`config.mk`:
```
export PLATFORM = sky130hd
export DESIGN_NAME = battery_can_frame_decoder_core
export DESIGN_NICKNAME = d
export VERILOG_FILES = /design/src/rtl/bcfd_pkg.sv /design/src/rtl/bcfd_cell_mem.sv /design/src/rtl/bcfd_walk.sv /design/src/rtl/battery_can_frame_decoder_core.sv
export VERILOG_INCLUDE_DIRS = /design/src /design/src/rtl
export SDC_FILE = /design/constraint.sdc
export NUM_CORES = 1
export LEC_CHECK = 0
export BUFFER_PORTS_ARGS = -buffer_cell sky130_fd_sc_hd__buf_2
export CORE_ASPECT_RATIO = 0.9
export CORE_MARGIN = 5
export CORE_UTILIZATION = 65
export CTS_CLUSTER_SIZE = 16
export DETAILED_ROUTE_END_ITERATION = 10
export MAX_ROUTING_LAYER = met4
export PLACE_DENSITY_LB_ADDON = 0.25
export SETUP_SLACK_MARGIN = 0.1
export SLEW_MARGIN = 20
export SYNTH_ARGS = -nofsm -noshare
export SYNTH_HDL_FRONTEND = slang
export SYNTH_HIERARCHICAL = 1
export SYNTH_SLANG_ARGS = --single-unit
export TNS_END_PERCENT = 1
```
`constraint.sdc`:
```
create_clock -name clk -period 21.6 [get_ports clk]
set_clock_uncertainty 0.15 [all_clocks]
set_input_delay 2.16 -clock clk [delete_from_list [all_inputs] [get_ports clk]]
set_output_delay 2.16 -clock clk [all_outputs]
set_load 0.02 [all_outputs]
```
`src/rtl/battery_can_frame_decoder_core_assert.svh`:
```
// Assertion macros used by the decoder core module.
`ifndef BATTERY_CAN_FRAME_DECODER_CORE_ASSERT_SVH
`define BATTERY_CAN_FRAME_DECODER_CORE_ASSERT_SVH

// The consequent must hold in the same cycle as the antecedent.
`define BCFD_ASSERT_SAME(label, ante, cons, msg) \
    label: assert property (@(posedge clk) disable iff (!rst_n) (ante) |-> (cons)) \
        else $error(msg);

// The consequent must hold in the cycle after the antecedent.
`define BCFD_ASSERT_NEXT(label, ante, cons, msg) \
    label: assert property (@(posedge clk) disable iff (!rst_n) (ante) |=> (cons)) \
        else $error(msg);

`endif

```
`src/rtl/bcfd_pkg.sv`:
```
package bcfd_pkg;

    localparam int ID_W   = 29;
    localparam int LEN_W  = 4;
    localparam int PAY_W  = 64;
    localparam int CELL_W = 16;
    localparam int SUM_W  = 22;
    localparam int TEMP_W = 8;
    localparam int PCT_W  = 7;

    localparam logic [LEN_W-1:0] FRAME_LEN_OK = 4'd8;

    typedef enum logic [2:0] {
        ST_IDLE,
        ST_DECODE,
        ST_SCAN,
        ST_WRITE,
        ST_WALK,
        ST_DRAIN,
        ST_FINISH
    } state_t;

    typedef enum logic [1:0] {
        REG_CELL_BASE,
        REG_CELL_LAST,
        REG_TEMP_ID,
        REG_CHARGE_ID
    } cfg_reg_t;

    typedef struct packed {
        logic clear;
        logic take;
    } walk_ctrl_t;

    typedef struct packed {
        logic we;
        logic re;
    } mem_ctrl_t;

endpackage

```
`src/rtl/bcfd_cell_mem.sv`:
```
module bcfd_cell_mem #(
    parameter int NUM_CELLS = 36,
    localparam int AW = $clog2(NUM_CELLS)
) (
    input  logic                        clk,
    input  logic                        rst_n,
    input  bcfd_pkg::mem_ctrl_t         ctrl,
    input  logic [AW-1:0]               waddr,
    input  logic [bcfd_pkg::CELL_W-1:0] wdata,
    input  logic [AW-1:0]               raddr,
    output logic [bcfd_pkg::CELL_W-1:0] rd_data
);

    logic [bcfd_pkg::CELL_W-1:0] mem [NUM_CELLS];
    logic [NUM_CELLS-1:0]        valid_reg;
    logic [NUM_CELLS-1:0]        valid_next;
    logic [bcfd_pkg::CELL_W-1:0] rd_data_reg;
    logic                        rd_hit_reg;

    // A cell that was never written since reset reads as zero.
    always_comb
    begin
        valid_next = valid_reg;
        if (ctrl.we)
        begin
            valid_next[waddr] = 1'b1;
        end
    end

    always_ff @(posedge clk or negedge rst_n)
    begin
        if (!rst_n)
        begin
            valid_reg  <= '0;
            rd_hit_reg <= 1'b0;
        end
        else
        begin
            valid_reg <= valid_next;
            if (ctrl.re)
            begin
                rd_hit_reg <= valid_reg[raddr];
            end
        end
    end

    always_ff @(posedge clk)
    begin
        if (ctrl.we)
        begin
            mem[waddr] <= wdata;
        end
        if (ctrl.re)
        begin
            rd_data_reg <= mem[raddr];
        end
    end

    assign rd_data = rd_hit_reg ? rd_data_reg : '0;

endmodule

```
`src/rtl/bcfd_walk.sv`:
```
module bcfd_walk (
    input  logic                        clk,
    input  logic                        rst_n,
    input  bcfd_pkg::walk_ctrl_t        ctrl,
    input  logic [bcfd_pkg::CELL_W-1:0] value,
    output logic [bcfd_pkg::SUM_W-1:0]  sum,
    output logic [bcfd_pkg::CELL_W-1:0] low,
    output logic [bcfd_pkg::CELL_W-1:0] high
);

    logic [bcfd_pkg::SUM_W-1:0]  sum_reg;
    logic [bcfd_pkg::SUM_W-1:0]  sum_next;
    logic [bcfd_pkg::CELL_W-1:0] low_reg;
    logic [bcfd_pkg::CELL_W-1:0] low_next;
    logic [bcfd_pkg::CELL_W-1:0] high_reg;
    logic [bcfd_pkg::CELL_W-1:0] high_next;

    always_comb
    begin
        sum_next  = sum_reg;
        low_next  = low_reg;
        high_next = high_reg;
        if (ctrl.clear)
        begin
            sum_next  = '0;
            low_next  = '1;
            high_next = '0;
        end
        else if (ctrl.take)
        begin
            sum_next = sum_reg + bcfd_pkg::SUM_W'(value);
            if (value < low_reg)
            begin
                low_next = value;
            end
            if (value > high_reg)
            begin
                high_next = value;
            end
        end
    end

    always_ff @(posedge clk or negedge rst_n)
    begin
        if (!rst_n)
        begin
            sum_reg  <= '0;
            low_reg  <= '0;
            high_reg <= '0;
        end
        else
        begin
            sum_reg  <= sum_next;
            low_reg  <= low_next;
            high_reg <= high_next;
        end
    end

    assign sum  = sum_reg;
    assign low  = low_reg;
    assign high = high_reg;

endmodule

```
`src/rtl/battery_can_frame_decoder_core.sv`:
```
// Channel   Handshake                 Payload
// config    cfg_we                    cfg_index, cfg_data
// frames    in_valid / in_stall       frame_id, frame_len, payload
// results   out_valid / out_stall     handled, pack_mv ... charge_ok
//
// A cell frame passes through decode, a scan of the frame offsets, the cell writes, a
// walk over the cell memory and a drain; the walk sets the time between accepted frames.
// A misaligned cell identifier stops after the scan; other frames finish after decode.
// Reset clears the cell store through per-cell valid bits, so no clearing pass is needed.
// A new frame is taken only in the idle state; a result waits in the output register
// while out_stall is high, and the next frame may be accepted during that wait.
`include "battery_can_frame_decoder_core_assert.svh"

module battery_can_frame_decoder_core #(
    parameter int NUM_CELLS       = 36,
    parameter int CELLS_PER_FRAME = 4,
    parameter int ID_STEP         = 65536
) (
    input  logic                               clk,
    input  logic                               rst_n,
    input  logic                               cfg_we,
    input  logic [1:0]                         cfg_index,
    input  logic [bcfd_pkg::ID_W-1:0]          cfg_data,
    input  logic                               in_valid,
    output logic                               in_stall,
    input  logic [bcfd_pkg::ID_W-1:0]          frame_id,
    input  logic [bcfd_pkg::LEN_W-1:0]         frame_len,
    input  logic [bcfd_pkg::PAY_W-1:0]         payload,
    output logic                               out_valid,
    input  logic                               out_stall,
    output logic                               handled,
    output logic [bcfd_pkg::SUM_W-1:0]         pack_mv,
    output logic [bcfd_pkg::CELL_W-1:0]        min_cell_mv,
    output logic [bcfd_pkg::CELL_W-1:0]        max_cell_mv,
    output logic [bcfd_pkg::CELL_W-1:0]        spread_mv,
    output logic signed [bcfd_pkg::TEMP_W-1:0] temp_one,
    output logic signed [bcfd_pkg::TEMP_W-1:0] temp_two,
    output logic [bcfd_pkg::PCT_W-1:0]         charge_pct,
    output logic                               cells_ok,
    output logic                               temps_ok,
    output logic                               charge_ok
);

    localparam int FRAME_COUNT = (NUM_CELLS + CELLS_PER_FRAME - 1) / CELLS_PER_FRAME;
    localparam int AW  = $clog2(NUM_CELLS);
    localparam int CW  = $clog2(NUM_CELLS + CELLS_PER_FRAME);
    localparam int FW  = (FRAME_COUNT > 1) ? $clog2(FRAME_COUNT) : 1;
    localparam int IW  = (CELLS_PER_FRAME > 1) ? $clog2(CELLS_PER_FRAME) : 1;
    localparam int IDW = bcfd_pkg::ID_W;
    localparam int CLW = bcfd_pkg::CELL_W;

    function automatic logic [bcfd_pkg::TEMP_W-1:0] temp_round(input logic [15:0] raw);
        logic [16:0] s;
        s = {1'b0, raw} + 17'd16;
        return s[12:5];
    endfunction

    // Percent is (200*b + 255) / 510; the quotient is x / 512 or one more.
    function automatic logic [bcfd_pkg::PCT_W-1:0] charge_round(input logic [7:0] b);
        logic [15:0] x;
        logic [6:0]  q0;
        logic [16:0] t;
        x  = 16'(16'(b) * 16'd200) + 16'd255;
        q0 = x[15:9];
        t  = 17'(17'(q0 + 7'd1) * 17'd510);
        return ({1'b0, x} >= t) ? q0 + 7'd1 : q0;
    endfunction

    bcfd_pkg::state_t state_reg, state_next;

    logic [IDW-1:0] cell_base_reg, cell_base_next;
    logic [IDW-1:0] cell_last_reg, cell_last_next;
    logic [IDW-1:0] temp_id_reg, temp_id_next;
    logic [IDW-1:0] charge_id_reg, charge_id_next;

    logic [IDW-1:0]                 id_reg;
    logic [bcfd_pkg::LEN_W-1:0]     len_reg;
    logic [bcfd_pkg::PAY_W-1:0]     payload_reg;

    logic [IDW-1:0] off_reg, off_next;
    logic [IDW-1:0] acc_reg, acc_next;
    logic [FW-1:0]  frame_cnt_reg, frame_cnt_next;
    logic [CW-1:0]  cell_addr_reg, cell_addr_next;
    logic [IW-1:0]  wr_cnt_reg, wr_cnt_next;
    logic [AW-1:0]  walk_cnt_reg, walk_cnt_next;
    logic           take_reg, take_next;

    logic [bcfd_pkg::TEMP_W-1:0] temp_a_reg, temp_a_next;
    logic [bcfd_pkg::TEMP_W-1:0] temp_b_reg, temp_b_next;
    logic [bcfd_pkg::PCT_W-1:0]  charge_reg, charge_next;
    logic cells_ok_reg, cells_ok_next;
    logic temps_ok_reg, temps_ok_next;
    logic charge_ok_reg, charge_ok_next;
    logic handled_reg, handled_next;

    logic out_valid_reg, out_valid_next;
    logic out_load;
    logic                         out_handled_reg;
    logic [bcfd_pkg::SUM_W-1:0]   out_pack_reg;
    logic [CLW-1:0]               out_min_reg;
    logic [CLW-1:0]               out_max_reg;
    logic [bcfd_pkg::TEMP_W-1:0]  out_temp_a_reg;
    logic [bcfd_pkg::TEMP_W-1:0]  out_temp_b_reg;
    logic [bcfd_pkg::PCT_W-1:0]   out_charge_reg;
    logic                         out_cells_ok_reg;
    logic                         out_temps_ok_reg;
    logic                         out_charge_ok_reg;

    bcfd_pkg::mem_ctrl_t  mem_ctrl;
    bcfd_pkg::walk_ctrl_t walk_ctrl;
    logic [AW-1:0]        mem_waddr;
    logic [CLW-1:0]       mem_wdata;
    logic [CLW-1:0]       mem_rd_data;
    logic [bcfd_pkg::SUM_W-1:0] walk_sum;
    logic [CLW-1:0]       walk_low;
    logic [CLW-1:0]       walk_high;

    logic in_accept;

    assign in_accept = in_valid && !in_stall;
    assign in_stall  = (state_reg != bcfd_pkg::ST_IDLE);

    always_comb
    begin
        cell_base_next = cell_base_reg;
        cell_last_next = cell_last_reg;
        temp_id_next   = temp_id_reg;
        charge_id_next = charge_id_reg;
        if (cfg_we)
        begin
            unique case (bcfd_pkg::cfg_reg_t'(cfg_index))
                bcfd_pkg::REG_CELL_BASE: cell_base_next = cfg_data;
                bcfd_pkg::REG_CELL_LAST: cell_last_next = cfg_data;
                bcfd_pkg::REG_TEMP_ID:   temp_id_next   = cfg_data;
                bcfd_pkg::REG_CHARGE_ID: charge_id_next = cfg_data;
                default:                 cell_base_next = cell_base_reg;
            endcase
        end
    end

    always_comb
    begin
        state_next     = state_reg;
        off_next       = off_reg;
        acc_next       = acc_reg;
        frame_cnt_next = frame_cnt_reg;
        cell_addr_next = cell_addr_reg;
        wr_cnt_next    = wr_cnt_reg;
        walk_cnt_next  = walk_cnt_reg;
        take_next      = 1'b0;
        temp_a_next    = temp_a_reg;
        temp_b_next    = temp_b_reg;
        charge_next    = charge_reg;
        cells_ok_next  = cells_ok_reg;
        temps_ok_next  = temps_ok_reg;
        charge_ok_next = charge_ok_reg;
        handled_next   = handled_reg;
        out_load       = 1'b0;
        mem_ctrl       = '0;
        walk_ctrl      = '0;
        mem_waddr      = cell_addr_reg[AW-1:0];
        mem_wdata      = payload_reg[wr_cnt_reg * CLW +: CLW];

        unique case (state_reg)
            bcfd_pkg::ST_IDLE:
            begin
                if (in_accept)
                begin
                    state_next = bcfd_pkg::ST_DECODE;
                end
            end
            bcfd_pkg::ST_DECODE:
            begin
                handled_next = 1'b0;
                state_next   = bcfd_pkg::ST_FINISH;
                if (len_reg == bcfd_pkg::FRAME_LEN_OK)
                begin
                    if ((id_reg >= cell_base_reg) && (id_reg <= cell_last_reg))
                    begin
                        off_next       = id_reg - cell_base_reg;
                        acc_next       = '0;
                        frame_cnt_next = '0;
                        cell_addr_next = '0;
                        wr_cnt_next    = '0;
                        state_next     = bcfd_pkg::ST_SCAN;
                    end
                    else if (id_reg == temp_id_reg)
                    begin
                        temp_a_next   = temp_round(payload_reg[31:16]);
                        temp_b_next   = temp_round({payload_reg[39:32], payload_reg[47:40]});
                        temps_ok_next = 1'b1;
                        handled_next  = 1'b1;
                    end
                    else if ((id_reg == charge_id_reg) && (payload_reg[55:48] != 8'd0))
                    begin
                        charge_next    = charge_round(payload_reg[55:48]);
                        charge_ok_next = 1'b1;
                        handled_next   = 1'b1;
                    end
                end
            end
            bcfd_pkg::ST_SCAN:
            begin
                // The offset is compared against successive multiples of the step.
                if (off_reg == acc_reg)
                begin
                    state_next = bcfd_pkg::ST_WRITE;
                end
                else if (frame_cnt_reg == FW'(FRAME_COUNT - 1))
                begin
                    state_next = bcfd_pkg::ST_FINISH;
                end
                else
                begin
                    acc_next       = acc_reg + IDW'(ID_STEP);
                    frame_cnt_next = frame_cnt_reg + 1'b1;
                    cell_addr_next = cell_addr_reg + CW'(CELLS_PER_FRAME);
                end
            end
            bcfd_pkg::ST_WRITE:
            begin
                mem_ctrl.we    = (cell_addr_reg < CW'(NUM_CELLS));
                cell_addr_next = cell_addr_reg + 1'b1;
                wr_cnt_next    = wr_cnt_reg + 1'b1;
                if (wr_cnt_reg == IW'(CELLS_PER_FRAME - 1))
                begin
                    walk_ctrl.clear = 1'b1;
                    walk_cnt_next   = '0;
                    state_next      = bcfd_pkg::ST_WALK;
                end
            end
            bcfd_pkg::ST_WALK:
            begin
                mem_ctrl.re   = 1'b1;
                take_next     = 1'b1;
                walk_cnt_next = walk_cnt_reg + 1'b1;
                if (walk_cnt_reg == AW'(NUM_CELLS - 1))
                begin
                    state_next = bcfd_pkg::ST_DRAIN;
                end
            end
            bcfd_pkg::ST_DRAIN:
            begin
                cells_ok_next = 1'b1;
                handled_next  = 1'b1;
                state_next    = bcfd_pkg::ST_FINISH;
            end
            bcfd_pkg::ST_FINISH:
            begin
                if (!out_valid_reg || !out_stall)
                begin
                    out_load   = 1'b1;
                    state_next = bcfd_pkg::ST_IDLE;
                end
            end
            default:
            begin
                state_next = bcfd_pkg::ST_IDLE;
            end
        endcase

        walk_ctrl.take = take_reg;

        if (out_load)
        begin
            out_valid_next = 1'b1;
        end
        else if (out_valid_reg && !out_stall)
        begin
            out_valid_next = 1'b0;
        end
        else
        begin
            out_valid_next = out_valid_reg;
        end
    end

    always_ff @(posedge clk or negedge rst_n)
    begin
        if (!rst_n)
        begin
            state_reg     <= bcfd_pkg::ST_IDLE;
            cell_base_reg <= '0;
            cell_last_reg <= '0;
            temp_id_reg   <= '0;
            charge_id_reg <= '0;
            off_reg       <= '0;
            acc_reg       <= '0;
            frame_cnt_reg <= '0;
            cell_addr_reg <= '0;
            wr_cnt_reg    <= '0;
            walk_cnt_reg  <= '0;
            take_reg      <= 1'b0;
            temp_a_reg    <= '0;
            temp_b_reg    <= '0;
            charge_reg    <= '0;
            cells_ok_reg  <= 1'b0;
            temps_ok_reg  <= 1'b0;
            charge_ok_reg <= 1'b0;
            handled_reg   <= 1'b0;
            out_valid_reg <= 1'b0;
        end
        else
        begin
            state_reg     <= state_next;
            cell_base_reg <= cell_base_next;
            cell_last_reg <= cell_last_next;
            temp_id_reg   <= temp_id_next;
            charge_id_reg <= charge_id_next;
            off_reg       <= off_next;
            acc_reg       <= acc_next;
            frame_cnt_reg <= frame_cnt_next;
            cell_addr_reg <= cell_addr_next;
            wr_cnt_reg    <= wr_cnt_next;
            walk_cnt_reg  <= walk_cnt_next;
            take_reg      <= take_next;
            temp_a_reg    <= temp_a_next;
            temp_b_reg    <= temp_b_next;
            charge_reg    <= charge_next;
            cells_ok_reg  <= cells_ok_next;
            temps_ok_reg  <= temps_ok_next;
            charge_ok_reg <= charge_ok_next;
            handled_reg   <= handled_next;
            out_valid_reg <= out_valid_next;
        end
    end

    always_ff @(posedge clk)
    begin
        if (in_accept)
        begin
            id_reg      <= frame_id;
            len_reg     <= frame_len;
            payload_reg <= payload;
        end
        if (out_load)
        begin
            out_handled_reg   <= handled_reg;
            out_pack_reg      <= walk_sum;
            out_min_reg       <= walk_low;
            out_max_reg       <= walk_high;
            out_temp_a_reg    <= temp_a_reg;
            out_temp_b_reg    <= temp_b_reg;
            out_charge_reg    <= charge_reg;
            out_cells_ok_reg  <= cells_ok_reg;
            out_temps_ok_reg  <= temps_ok_reg;
            out_charge_ok_reg <= charge_ok_reg;
        end
    end

    bcfd_cell_mem #(
        .NUM_CELLS(NUM_CELLS)
    ) u_cell_mem (
        .clk    (clk),
        .rst_n  (rst_n),
        .ctrl   (mem_ctrl),
        .waddr  (mem_waddr),
        .wdata  (mem_wdata),
        .raddr  (walk_cnt_reg),
        .rd_data(mem_rd_data)
    );

    bcfd_walk u_walk (
        .clk  (clk),
        .rst_n(rst_n),
        .ctrl (walk_ctrl),
        .value(mem_rd_data),
        .sum  (walk_sum),
        .low  (walk_low),
        .high (walk_high)
    );

    assign out_valid   = out_valid_reg;
    assign handled     = out_handled_reg;
    assign pack_mv     = out_pack_reg;
    assign min_cell_mv = out_min_reg;
    assign max_cell_mv = out_max_reg;
    assign spread_mv   = out_max_reg - out_min_reg;
    assign temp_one    = out_temp_a_reg;
    assign temp_two    = out_temp_b_reg;
    assign charge_pct  = out_charge_reg;
    assign cells_ok    = out_cells_ok_reg;
    assign temps_ok    = out_temps_ok_reg;
    assign charge_ok   = out_charge_ok_reg;

    `BCFD_ASSERT_SAME(a_no_write_in_walk, state_reg == bcfd_pkg::ST_WALK, !mem_ctrl.we, "cell write during walk")
    `BCFD_ASSERT_SAME(a_take_follows_read, walk_ctrl.take, $past(state_reg) == bcfd_pkg::ST_WALK, "walk step without a read")
    `BCFD_ASSERT_NEXT(a_drain_marks_cells, state_reg == bcfd_pkg::ST_DRAIN, cells_ok_reg && handled_reg, "cell frame not marked")
    `BCFD_ASSERT_SAME(a_min_not_above_max, (state_reg == bcfd_pkg::ST_FINISH) && cells_ok_reg, walk_low <= walk_high, "lowest cell above highest cell")

endmodule
```
==> reports/results.tsv <==
metric	value	unit
die_y	272	um
grt_overflow	0	
avgViaCountPerCell	6.22	
hpwl	77200	um
grtUsageTotal	29.7	%
drt-initial-drc-count	2996	
antenna_found_initial	5	
start_util	65.3	%
core	76000	um^2
critical-path-max-stage-delay	540	ps
grt_max_degree	134	
numCtsBuffers	103	
dieArea	82000	um^2
syn_nets	3940	
critical_path_peak_fanout	8	
clkTransAtPathRegs	60	ps
avgRoutedWirePerCell	24.0	um
ctsHoldBuffers	0	
start_kind	flop	
multiInputGateArea	17600	um^2
worstMarginPinSlew	1050	ps
totalNegativeSetupSlack	0	ps
cp-end-kind	flop	
ys_warn_count	6	
arrival	10650	ps
root_buffer	clkbuf_16	
status	finished clean	
cts.sinks	1069	
hold_viol	0	
clock_latency	660	ps
drc	0	
antenna_left	0	
cpMostUsedCell	ha_1	
area_growth	11.7	%
h-tree-depth	3	
grt_pass1_wl	181000	um
final-seq-area	30600	um^2
worstHoldPathType	reg -> reg	
fillers	4847	
std_cell_rows	96	
synthCells	3564	
slew_headroom	30.1	%
maxSlewViolCount	0	
final_nets	4206	
post-route-min-period	10290	ps
ys_seq_area_share	61.6	%
crit_slowest_cell	fa_1	
netlist_area	49700	um^2
rsz0062_at_grt	false	
max_freq	0.0971	GHz
cp_data_required_time	21960	ps
synthFlopType	edfxtp_1	
synth_edf_count	770	
largest_reg_flops	576	
ys_async_sr_fraction	28.0	%
drt-pass1-iter-count	6	
yosysUniqueCellTypes	97	
final-setup-viol-count	0	
pin_count	232	
critPathKind	reg -> reg	
postCtsResizedCells	0	
port-buffer-count	231	
drive_gt1_share	18.0	%
wirelength	119000	um
synth.avg_cell_area	13.9	um^2
grt_pass1_vias	30600	
max_cap_viol_count	0	
vias	30800	
finalCritPeriodShare	47.7	%
cts_setup_buffers	0	
synth_seq_cells	1069	
gp_routability_congestion	0.902	
dieWidth	301	um
clk_path_buf_depth	3	
cts_tree	yes	
worst max-delay path, delay by kind of cell, from the launching register on:
kind | cells | cell delay, ps
AO/OA/AOI/OAI | 10 | 2310
adder cells (fa/ha/maj) | 10 | 3830
buffers and inverters | 3 | 210
AND/OR/NAND/NOR | 6 | 1820
XOR/XNOR | 5 | 1310
flip-flops | 1 | 480
final timing paths:
| path | slack [ps] | depth (start not counted) | end | startpoint |
|---|---|---|---|---|
| min in group asynchronous | 1400 | 1 | u_walk/low[9] | rst_n |
| worst min-delay path | 290 | 0 | temp_two[6] | temp_b_reg[6] |
| worst max register to register | 11310 | 34 | charge_reg[4] | payload_reg[50] |
| max in group asynchronous | 17620 | 3 | off_reg[26] | rst_n |
| worst min register to register | 290 | 0 | temp_two[6] | temp_b_reg[6] |
| worst max-delay path | 11310 | 34 | charge_reg[4] | payload_reg[50] |
cell usage in the layout (no fill, tap or decap), types with 26 or more instances in the layout:
| cell | n |
|---|---|
| nor3_1 | 32 |
| mux2_2 | 98 |
| nand4_1 | 46 |
| clkbuf_16 | 108 |
| xnor2_1 | 112 |
| ha_1 | 217 |
| mux2i_1 | 282 |
| inv_1 | 211 |
| nand3_1 | 64 |
| a21oi_1 | 107 |
| nand2_1 | 180 |
| a22o_1 | 50 |
| or2_2 | 45 |
| nor2_1 | 182 |
| dfrtp_1 | 297 |
| mux4_2 | 39 |
| a22oi_1 | 65 |
| a221oi_1 | 34 |
| fa_1 | 26 |
| a21o_1 | 51 |
| o21ai_0 | 119 |
| buf_2 | 230 |
| xor2_1 | 64 |
| edfxtp_1 | 770 |
| buf_4 | 58 |
per-layer routing:
metal,global-route usage [%],share of wire (%),up-vias
li1,-,-,13900
met1,41.8,42,15400
met2,45.9,48,1298
met3,5.25,7.9,213
met4,8.01,3.0,0
met5,-,0,-
synthesized netlist by cell type (11+ instances only):
cell type,instances,area share [%]
nor2_1,183,1.4
o21a_1,12,0.18
and2_1,25,0.31
o41ai_2,16,0.52
edfxtp_1,770,47
or2_2,45,0.57
buf_1,11,0.083
buf_6,12,0.27
o21ai_0,119,1.2
mux2i_1,282,5.7
nand4_1,46,0.58
buf_4,15,0.23
a21o_1,51,0.77
a221oi_1,34,0.60
or3_1,12,0.15
nand2b_1,17,0.21
nor2b_1,26,0.33
xor2_1,64,1.1
fa_1,26,1.0
a21oi_1,108,1.1
o22ai_1,16,0.20
nand2_1,180,1.4
mux4_2,39,1.8
mux2_2,98,2.2
xnor2_1,112,2.0
a22o_1,50,0.88
buf_2,31,0.31
o211ai_1,17,0.26
ha_1,217,5.5
nand3_1,65,0.66
nor3_1,32,0.32
clkbuf_1,61,0.46
dfrtp_1,299,15
nor4_1,18,0.23
a211oi_1,13,0.20
a22oi_1,65,0.98
inv_1,212,1.6
logic make-up after synthesis:
group                      count (synthesis)  share of synthesized area, %
AOI/OAI and AO/OA                        603                          8.75
xor gates and xnor gates                 184                          3.42
adders and majority gates                243                          6.52
buffers and inverters                    346                          3.00
DFF                                     1069                          61.6
muxes                                    422                          9.74
and+or+nand+nor                          697                          6.93
area by class of cell:
class | instances | area share (%)
clock inverters | 58 | 1.06
clock buffers | 136 | 5.21
repair buffers | 291 | 2.94
inverters | 216 | 1.47
multi-input cells | 2149 | 31.8
well taps | 1029 | 2.32
flip-flops and latches | 1069 | 55.2
diodes | 6 | 0.0271
metrics by stage:
| stage | cell area, um^2 | std cells | setup slack, ps | utilization, % | hold slack [ps] |
|---|---|---|---|---|---|
| floorplan | 49700 | 3564 | 12640 | - | 266 |
| global placement | 52000 | 4754 | 11550 | 68.3 | 271 |
| detailed placement | 52000 | 4754 | 11460 | 68.3 | 280 |
| CTS | 55400 | 4948 | 11400 | 72.9 | 293 |
| global route | 55500 | 4953 | 10660 | 72.9 | 306 |
| finish | 55500 | 4954 | 11310 | 72.9 | 295 |
Power is left out: the tool's default activity adds up to more than one toggle a clock period on the data nets, which glitch-free logic cannot reach.
